## src/ooct_pkg.sv

```systemverilog
`default_nettype none

package ooct_pkg;

    localparam int BLOCK_BITS    = 64;
    localparam int WINDOW_BLOCKS = 4;
    localparam int SEQ_BITS      = 32;
    localparam int BIT_W         = $clog2(BLOCK_BITS);
    localparam int SLOT_W        = $clog2(WINDOW_BLOCKS);
    localparam int WINDOW_SPAN   = WINDOW_BLOCKS * BLOCK_BITS;

    typedef logic [BLOCK_BITS-1:0] t_block;
    typedef logic [SEQ_BITS-1:0]   t_seq;
    typedef logic [SLOT_W-1:0]     t_slot;
    typedef logic [BIT_W-1:0]      t_bit;

    typedef enum logic [1:0] {
        OP_ALLOC      = 2'd0,
        OP_MARK       = 2'd1,
        OP_QUERY      = 2'd2,
        OP_QUERY_UPTO = 2'd3
    } t_op;

    typedef enum logic [2:0] {
        ST_OK         = 3'd0,
        ST_ALREADY    = 3'd1,
        ST_OUTSIDE    = 3'd2,
        ST_NOT_ISSUED = 3'd3,
        ST_EXHAUSTED  = 3'd4
    } t_status;

    // ring slot arithmetic, modulo WINDOW_BLOCKS
    function automatic t_slot slot_add(t_slot a, t_slot b);
        logic [SLOT_W:0] s;
        s = {1'b0, a} + {1'b0, b};
        if (s >= (SLOT_W+1)'(WINDOW_BLOCKS)) begin
            s = s - (SLOT_W+1)'(WINDOW_BLOCKS);
        end
        return s[SLOT_W-1:0];
    endfunction

endpackage

`default_nettype wire

```

## src/out_of_order_completion_tracker_top.sv

```systemverilog
`default_nettype none

// Out-of-order completion tracker.
// Hands out rising sequence numbers (from 1) and records their completion,
// in any order, in a ring of bitmap blocks held in a one-read, one-write RAM.
// Command channel: i_op / i_seq are taken on a clock edge with start high
// and busy low. Ops: allocate, mark complete, query one, query all up to.
// Result channel: o_valid pulses for exactly one cycle with o_answer,
// o_seq_out and o_status; the receiver cannot stall, so every result is
// taken on the edge that ends its cycle.
// Steps per item: allocate, rejected and out-of-window items are answered
// from registers set at the accept edge; query one reads its block, then
// answers; mark complete reads its block, writes the bit (or reports it
// already marked), then slides: it reads the head block and, while it is
// full, clears it and moves the window on. Query up to reads blocks from
// the head until the target block or one that is not full. busy stays high
// for every item that reads the RAM, so a new item waits for the last one,
// but may be taken in the cycle its result is shown. Window state after
// reset: base 0, number 0 treated as complete, next number 1. The RAM
// itself is not cleared; per-block valid flops make an unwritten block
// read as its reset contents, so no clearing pass.
module out_of_order_completion_tracker_top (
    input  wire logic             i_clk,
    input  wire logic             i_rst_n,
    input  wire logic             start,
    input  wire logic [1:0]       i_op,
    input  wire ooct_pkg::t_seq   i_seq,
    output logic                  busy,
    output logic                  o_valid,
    output logic                  o_answer,
    output ooct_pkg::t_seq        o_seq_out,
    output logic [2:0]            o_status
);
    import ooct_pkg::*;

    typedef enum logic [5:0] {
        S_IDLE  = 6'b000001,
        S_QRY   = 6'b000010,
        S_MARK  = 6'b000100,
        S_SLRD  = 6'b001000,
        S_SLCHK = 6'b010000,
        S_PFX   = 6'b100000
    } t_state;

    // bitmap RAM and per-block written flags
    t_block mem [WINDOW_BLOCKS];
    logic [WINDOW_BLOCKS-1:0] r_ent_vld;
    t_block r_rd_data;
    logic   r_rd_vld;
    t_slot  r_rd_slot;

    t_state r_state, n_state;
    t_slot  r_head, n_head;
    t_seq   r_base, n_base;
    t_seq   r_next, n_next;
    t_slot  r_blk, n_blk;
    t_bit   r_bit, n_bit;
    t_slot  r_cnt, n_cnt;

    logic    r_valid, n_valid;
    logic    r_answer, n_answer;
    t_seq    r_seq_out, n_seq_out;
    t_status r_status, n_status;

    t_slot  rd_addr;
    logic   we;
    t_slot  wr_addr;
    t_block wr_data;

    t_block rd_word;
    t_block bit_mask;
    t_block pre_mask;
    t_seq   off;
    t_op    op_in;
    logic   accept;

    assign accept = start && (r_state == S_IDLE);
    assign op_in  = t_op'(i_op);
    assign off    = i_seq - r_base;

    // unwritten block reads as reset contents: bit 0 of slot 0 set
    assign rd_word  = r_rd_vld ? r_rd_data :
                      ((r_rd_slot == '0) ? t_block'(1) : '0);
    assign bit_mask = t_block'(1) << r_bit;
    assign pre_mask = {BLOCK_BITS{1'b1}} >> (BIT_W'(BLOCK_BITS - 1) - r_bit);

    always_comb begin
        n_state   = r_state;
        n_head    = r_head;
        n_base    = r_base;
        n_next    = r_next;
        n_blk     = r_blk;
        n_bit     = r_bit;
        n_cnt     = r_cnt;
        n_valid   = 1'b0;
        n_answer  = r_answer;
        n_seq_out = r_seq_out;
        n_status  = r_status;
        rd_addr   = r_head;
        we        = 1'b0;
        wr_addr   = r_head;
        wr_data   = '0;

        case (r_state)
            S_IDLE: begin
                if (accept) begin
                    n_blk     = off[BIT_W +: SLOT_W];
                    n_bit     = off[BIT_W-1:0];
                    n_cnt     = '0;
                    n_answer  = 1'b0;
                    n_status  = ST_OK;
                    n_seq_out = r_next - t_seq'(1);
                    if (op_in == OP_ALLOC) begin
                        n_valid = 1'b1;
                        if (r_next == '1) begin
                            n_status = ST_EXHAUSTED;
                        end else begin
                            n_seq_out = r_next;
                            n_next    = r_next + t_seq'(1);
                        end
                    end else if ((i_seq == '0) || (i_seq >= r_next)) begin
                        n_valid  = 1'b1;
                        n_status = ST_NOT_ISSUED;
                    end else if (i_seq < r_base) begin
                        n_valid = 1'b1;
                        if (op_in == OP_MARK) begin
                            n_status = ST_ALREADY;
                        end else begin
                            n_answer = 1'b1;
                        end
                    end else if (off >= SEQ_BITS'(WINDOW_SPAN)) begin
                        n_valid = 1'b1;
                        if (op_in == OP_MARK) begin
                            n_status = ST_OUTSIDE;
                        end
                    end else begin
                        case (op_in)
                            OP_MARK: begin
                                rd_addr = slot_add(r_head, off[BIT_W +: SLOT_W]);
                                n_state = S_MARK;
                            end
                            OP_QUERY: begin
                                rd_addr = slot_add(r_head, off[BIT_W +: SLOT_W]);
                                n_state = S_QRY;
                            end
                            default: begin
                                rd_addr = r_head;
                                n_state = S_PFX;
                            end
                        endcase
                    end
                end
            end
            S_QRY: begin
                n_answer = |(rd_word & bit_mask);
                n_valid  = 1'b1;
                n_state  = S_IDLE;
            end
            S_MARK: begin
                if (|(rd_word & bit_mask)) begin
                    n_status = ST_ALREADY;
                    n_valid  = 1'b1;
                    n_state  = S_IDLE;
                end else begin
                    we      = 1'b1;
                    wr_addr = slot_add(r_head, r_blk);
                    wr_data = rd_word | bit_mask;
                    n_state = S_SLRD;
                end
            end
            S_SLRD: begin
                rd_addr = r_head;
                n_state = S_SLCHK;
            end
            S_SLCHK: begin
                if (&rd_word) begin
                    // head block full: retire it and move the window on
                    we      = 1'b1;
                    wr_addr = r_head;
                    wr_data = '0;
                    n_head  = slot_add(r_head, t_slot'(1));
                    n_base  = r_base + t_seq'(BLOCK_BITS);
                    n_state = S_SLRD;
                end else begin
                    n_valid = 1'b1;
                    n_state = S_IDLE;
                end
            end
            S_PFX: begin
                if (r_cnt == r_blk) begin
                    n_answer = ((rd_word & pre_mask) == pre_mask);
                    n_valid  = 1'b1;
                    n_state  = S_IDLE;
                end else if (!(&rd_word)) begin
                    n_answer = 1'b0;
                    n_valid  = 1'b1;
                    n_state  = S_IDLE;
                end else begin
                    n_cnt   = r_cnt + t_slot'(1);
                    rd_addr = slot_add(r_head, r_cnt + t_slot'(1));
                end
            end
            default: begin
                n_state = S_IDLE;
            end
        endcase
    end

    // bitmap RAM, registered read
    always_ff @(posedge i_clk) begin
        if (we) begin
            mem[wr_addr] <= wr_data;
        end
        r_rd_data <= mem[rd_addr];
        r_rd_slot <= rd_addr;
        r_rd_vld  <= r_ent_vld[rd_addr];
    end

    always_ff @(posedge i_clk) begin
        if (!i_rst_n) begin
            r_state   <= S_IDLE;
            r_head    <= '0;
            r_base    <= '0;
            r_next    <= t_seq'(1);
            r_valid   <= 1'b0;
            r_ent_vld <= '0;
        end else begin
            r_state <= n_state;
            r_head  <= n_head;
            r_base  <= n_base;
            r_next  <= n_next;
            r_valid <= n_valid;
            if (we) begin
                r_ent_vld[wr_addr] <= 1'b1;
            end
        end
    end

    always_ff @(posedge i_clk) begin
        r_blk     <= n_blk;
        r_bit     <= n_bit;
        r_cnt     <= n_cnt;
        r_answer  <= n_answer;
        r_seq_out <= n_seq_out;
        r_status  <= n_status;
    end

    assign busy      = (r_state != S_IDLE);
    assign o_valid   = r_valid;
    assign o_answer  = r_answer;
    assign o_seq_out = r_seq_out;
    assign o_status  = r_status;

endmodule

`default_nettype wire

```

## config.mk

```make
export PLATFORM = sky130hd
export DESIGN_NAME = out_of_order_completion_tracker_top
export DESIGN_NICKNAME = d
export VERILOG_FILES = /design/src/ooct_pkg.sv /design/src/out_of_order_completion_tracker_top.sv
export SDC_FILE = /design/constraint.sdc
export NUM_CORES = 1
export LEC_CHECK = 0
export BUFFER_PORTS_ARGS = -buffer_cell sky130_fd_sc_hd__buf_2
export CORE_AREA = 8 8 317 319
export DETAILED_ROUTE_END_ITERATION = 7
export DIE_AREA = 0 0 325 327
export GPL_TIMING_DRIVEN = 0
export PLACE_DENSITY = 0.51
export SYNTH_ARGS = -nofsm -noshare
export SYNTH_HDL_FRONTEND = slang
export SYNTH_SLANG_ARGS = --single-unit
```

## constraint.sdc

```tcl
create_clock -name i_clk -period 7.6 [get_ports i_clk]
set_input_delay 0 -clock i_clk [delete_from_list [all_inputs] [get_ports i_clk]]
set_output_delay 0 -clock i_clk [all_outputs]
set_load 0.02 [all_outputs]
```

==> flow_summary_export.csv <==
group,metric,value,unit
logic_synthesis,synth_area_leaders,"edfxtp_1, dfxtp_1, nand2b_1, nand2_1, a211oi_1",
clocking,cts_tree,"done",
pwr,switching_power,1.28,mW
place,portBuffers,74,
pwr,pwr-share-seq,0.485,
global_routing,grt_pass1_wl,147000,um
clocking,htree_levels,2,
place,gp_congestion,0.998,
floorplanning,coreArea,95700,um2
logic_synthesis,synth-simple-area-share,0.227,
detailed_routing,drt_iter0_drc,2109,
timing,post-route-min-period,5560,ps
detailed_routing,post_drt_wl_per_cell,22.9,um
logic_synthesis,synth_area,26400,um2
floorplanning,start_util,0.276,
global_routing,grt_max_degree,27,
timing,setup_ws,2040,ps
clocking,clkLatencyLatePin,610,ps
pwr,finalPower,5.28,mW
logic_synthesis,synth_compound_area_frac,0.183,
detailed_routing,drt-vias-per-instance,5.31,
pwr,internal-power,4.01,mW
worst_setup_path,arrival,5860,ps
worst_setup_path,critPathRequiredTime,7900,ps
detailed_routing,drc,0,
logic_synthesis,ys_seq_area_frac,0.448,
place,dp_hpwl,72700,um
floorplanning,dieHeight,327,um
worst_setup_path,cp-end-kind,"flip-flop",
detailed_routing,dr.pass1.iters,6,
logic_synthesis,synth_xor_area_frac,0.0315,
clocking,path_clk_slew,60,ps
logic_synthesis,ys_types,82,
logic_synthesis,synth_top_area_cell,"edfxtp_1",
layout,syn2layout_area_growth,15.3,%
pwr,cellLeakagePower,10.9,nW
floorplanning,dieArea,106000,um2
global_routing,grt_pass1_vias,22500,
hold_path,hold_class,"primary input to flip-flop",
layout,fin_nets,3104,
logic_synthesis,yosys_register_bits,440,
timing,skew,13.9,ps
timing,fin_crit_sh,0.732,
logic_synthesis,synth_nets,2951,
pwr,pwr-share-comb,0.065,
global_routing,grtUsageTotal,0.178,
worst_setup_path,critPathLaunchType,"flip-flop",
global_routing,antenna_found_initial,2,
logic_synthesis,ys.flop_type,"edfxtp_1",
timing,slew_violations,0,
logic_synthesis,synth-edff-count,302,
logic_synthesis,synthCells,2846,
floorplanning,rows,114,
timing,final-hold-violation-count,0,
timing,rsz0062_at_grt,"no",
clocking,cts.sinks,440,
logic_synthesis,syn_avg_cell_area,9.28,um2
logic_synthesis,synthArstFlopShare,0,
floorplanning,die_w,325,um
timing,relSlewSlack,0.0324,
timing,tightest_slew,1450,ps
global_routing,overflow,0,
logic_synthesis,muxShareOfSynthArea,0.0312,
logic_synthesis,synth_top_area_share,0.343,
worst_setup_path,critPathKind,"flip-flop to flip-flop",
worst_setup_path,cp_max_fo,22,
timing,setup-violations-final,0,
logic_synthesis,synthAdderAreaFrac,0.0336,
pwr,ir_worst_vdd,154,uV
pwr,switching_share,0.242,
detailed_routing,vias,22900,
clocking,numCtsBuffers,51,
floorplanning,ios,75,
clocking,post_cts_buffers,0,
clocking,clockBufferDepth,3,
place,place_ws,2150,ps
outcome,status,"completed",
pwr,p_per_area,173,nW/um2
logic_synthesis,ys_warn_count,0,
detailed_routing,finalWirelength,98900,um
timing,fmax,180,MHz
logic_synthesis,synth_top_family_by_area,"simple AND/OR/NAND/NOR gates",
pwr,pwr-share-clk,0.450,
flow_run,maxCapViolations,0,
detailed_routing,ant_nets,0,
layout,drive_above_1_share,0.0724,
clocking,root_buffer,"clkbuf_16",
## cell usage in the layout, fill, tap and decap left out, types with 67 or more instances in the layout
master and instances:
inv_1 87, a22oi_1 121, buf_2 102, ha_1 67, a21oi_1 158, nor2_1 215
nand2b_1 272, edfxtp_1 302, clkbuf_1 181, nand2_1 310, mux2i_1 75, xnor2_1 91
dfxtp_1 138, a211oi_1 135
## worst paths after layout
check / start / end / slack [ps] / cells past startpoint
worst min-delay path: i_seq[7] / r_blk[1] / 90 / 4
worst min register to register: r_ent_vld[1] / r_ent_vld[1] / 510 / 1
worst max-delay path: r_bit[2] / mem[0][33] / 2040 / 13
worst max register to register: r_bit[2] / mem[0][33] / 2040 / 13
## metrics by stage
stage	instances	TNS (ps)	utilization	hold WS (ps)	cell area, um2
floorplan	2846	0	-	98.9	26400
finish	4318	0	0.318	92.1	30500
CTS	4316	0	0.318	56.7	30500
global placement	4196	-753730	0.297	278	28400
global route	4316	0	0.318	91.0	30500
detailed placement	4210	0	0.301	282	28800
## logic make-up after synthesis
logic type / Yosys count
AO/OA/AOI/OAI: 690
XOR/XNOR: 95
adder cells (fa/ha/maj): 71
buffers and inverters: 300
flip-flops: 440
multiplexers: 82
AND/OR/NAND/NOR: 1168
## repair_timing
item / CTS / global route
resized for setup: 0 / 0
hold buffers: 12 / 0
hold endpoints to repair: 12 / 0
## power groups by stage
stage          Sequential, mW  Clock, mW  Combinational (mW)
2_1_floorplan            2.63          0               0.184
3_3_place_gp             2.61          0               0.336
3_5_place_dp             2.61          0               0.332
4_1_cts                  2.56       2.44               0.340
5_1_grt                  2.56       2.53               0.370
6_report                 2.56       2.38               0.345
## cell type report
class                           count  area [um2]
Timing Repair Buffer              100         816
Antenna cell                        2        5.00
Clock buffer                       70        1390
Multi-Input combinational cell   2106       13400
Fill cell                       10000       65200
Clock inverter                     24         185
Buffer                            207         850
Inverter                           93         349
Tap cell                         1276        1600
Sequential cell                   440       11800
## registers in the layout, summed over array words and instances (netlist names), 3 cells and up
| name | count |
|---|---|
| r_next | 32 |
| r_rd_data | 64 |
| r_state | 6 |
| mem | 256 |
| r_base | 26 |
| o_status | 3 |
| o_seq_out | 32 |
| r_ent_vld | 4 |
| r_bit | 6 |
## synth_stat cells, types with 14 or more instances
library cell  instances
a211oi_1            135
a22oi_1             121
inv_1                88
nand3_1              47
a21o_1               21
nor3_1               52
clkbuf_1            165
xnor2_1              91
nor2_1              215
nand2_1             310
and2_1               56
edfxtp_1            302
mux2i_1              79
and4_1               14
buf_2                28
a21oi_1             158
nor2b_1              15
o21ai_0              53
or3_1                16
o21a_1               16
nand2b_1            272
nor4_1               33
nand4_1              64
dfxtp_1             138
a311oi_1             65
ha_1                 67
and3_1               20
## metal layers
metal / vias to the layer above / global-route usage / share of wire
li1: 10800 / - / -
met5: - / 0 / 0
met1: 11100 / 0.237 / 0.44
met3: 181 / 0.0329 / 0.068
met4: 0 / 0.0559 / 0.033
met2: 835 / 0.293 / 0.46
## critical path, cell delays in order (launching register included)
cell      delay (ps)
edfxtp_1         440
clkbuf_1         340
clkbuf_1         470
nor2_1           480
a22oi_1          340
o21ai_0          200
a2111o_1         420
o41a_1           420
nor2_1           480
nand2_1          200
o31a_1           400
mux2i_4          590
buf_16           230
buf_12           190
Note: power is estimated with default switching activity, not from simulation.
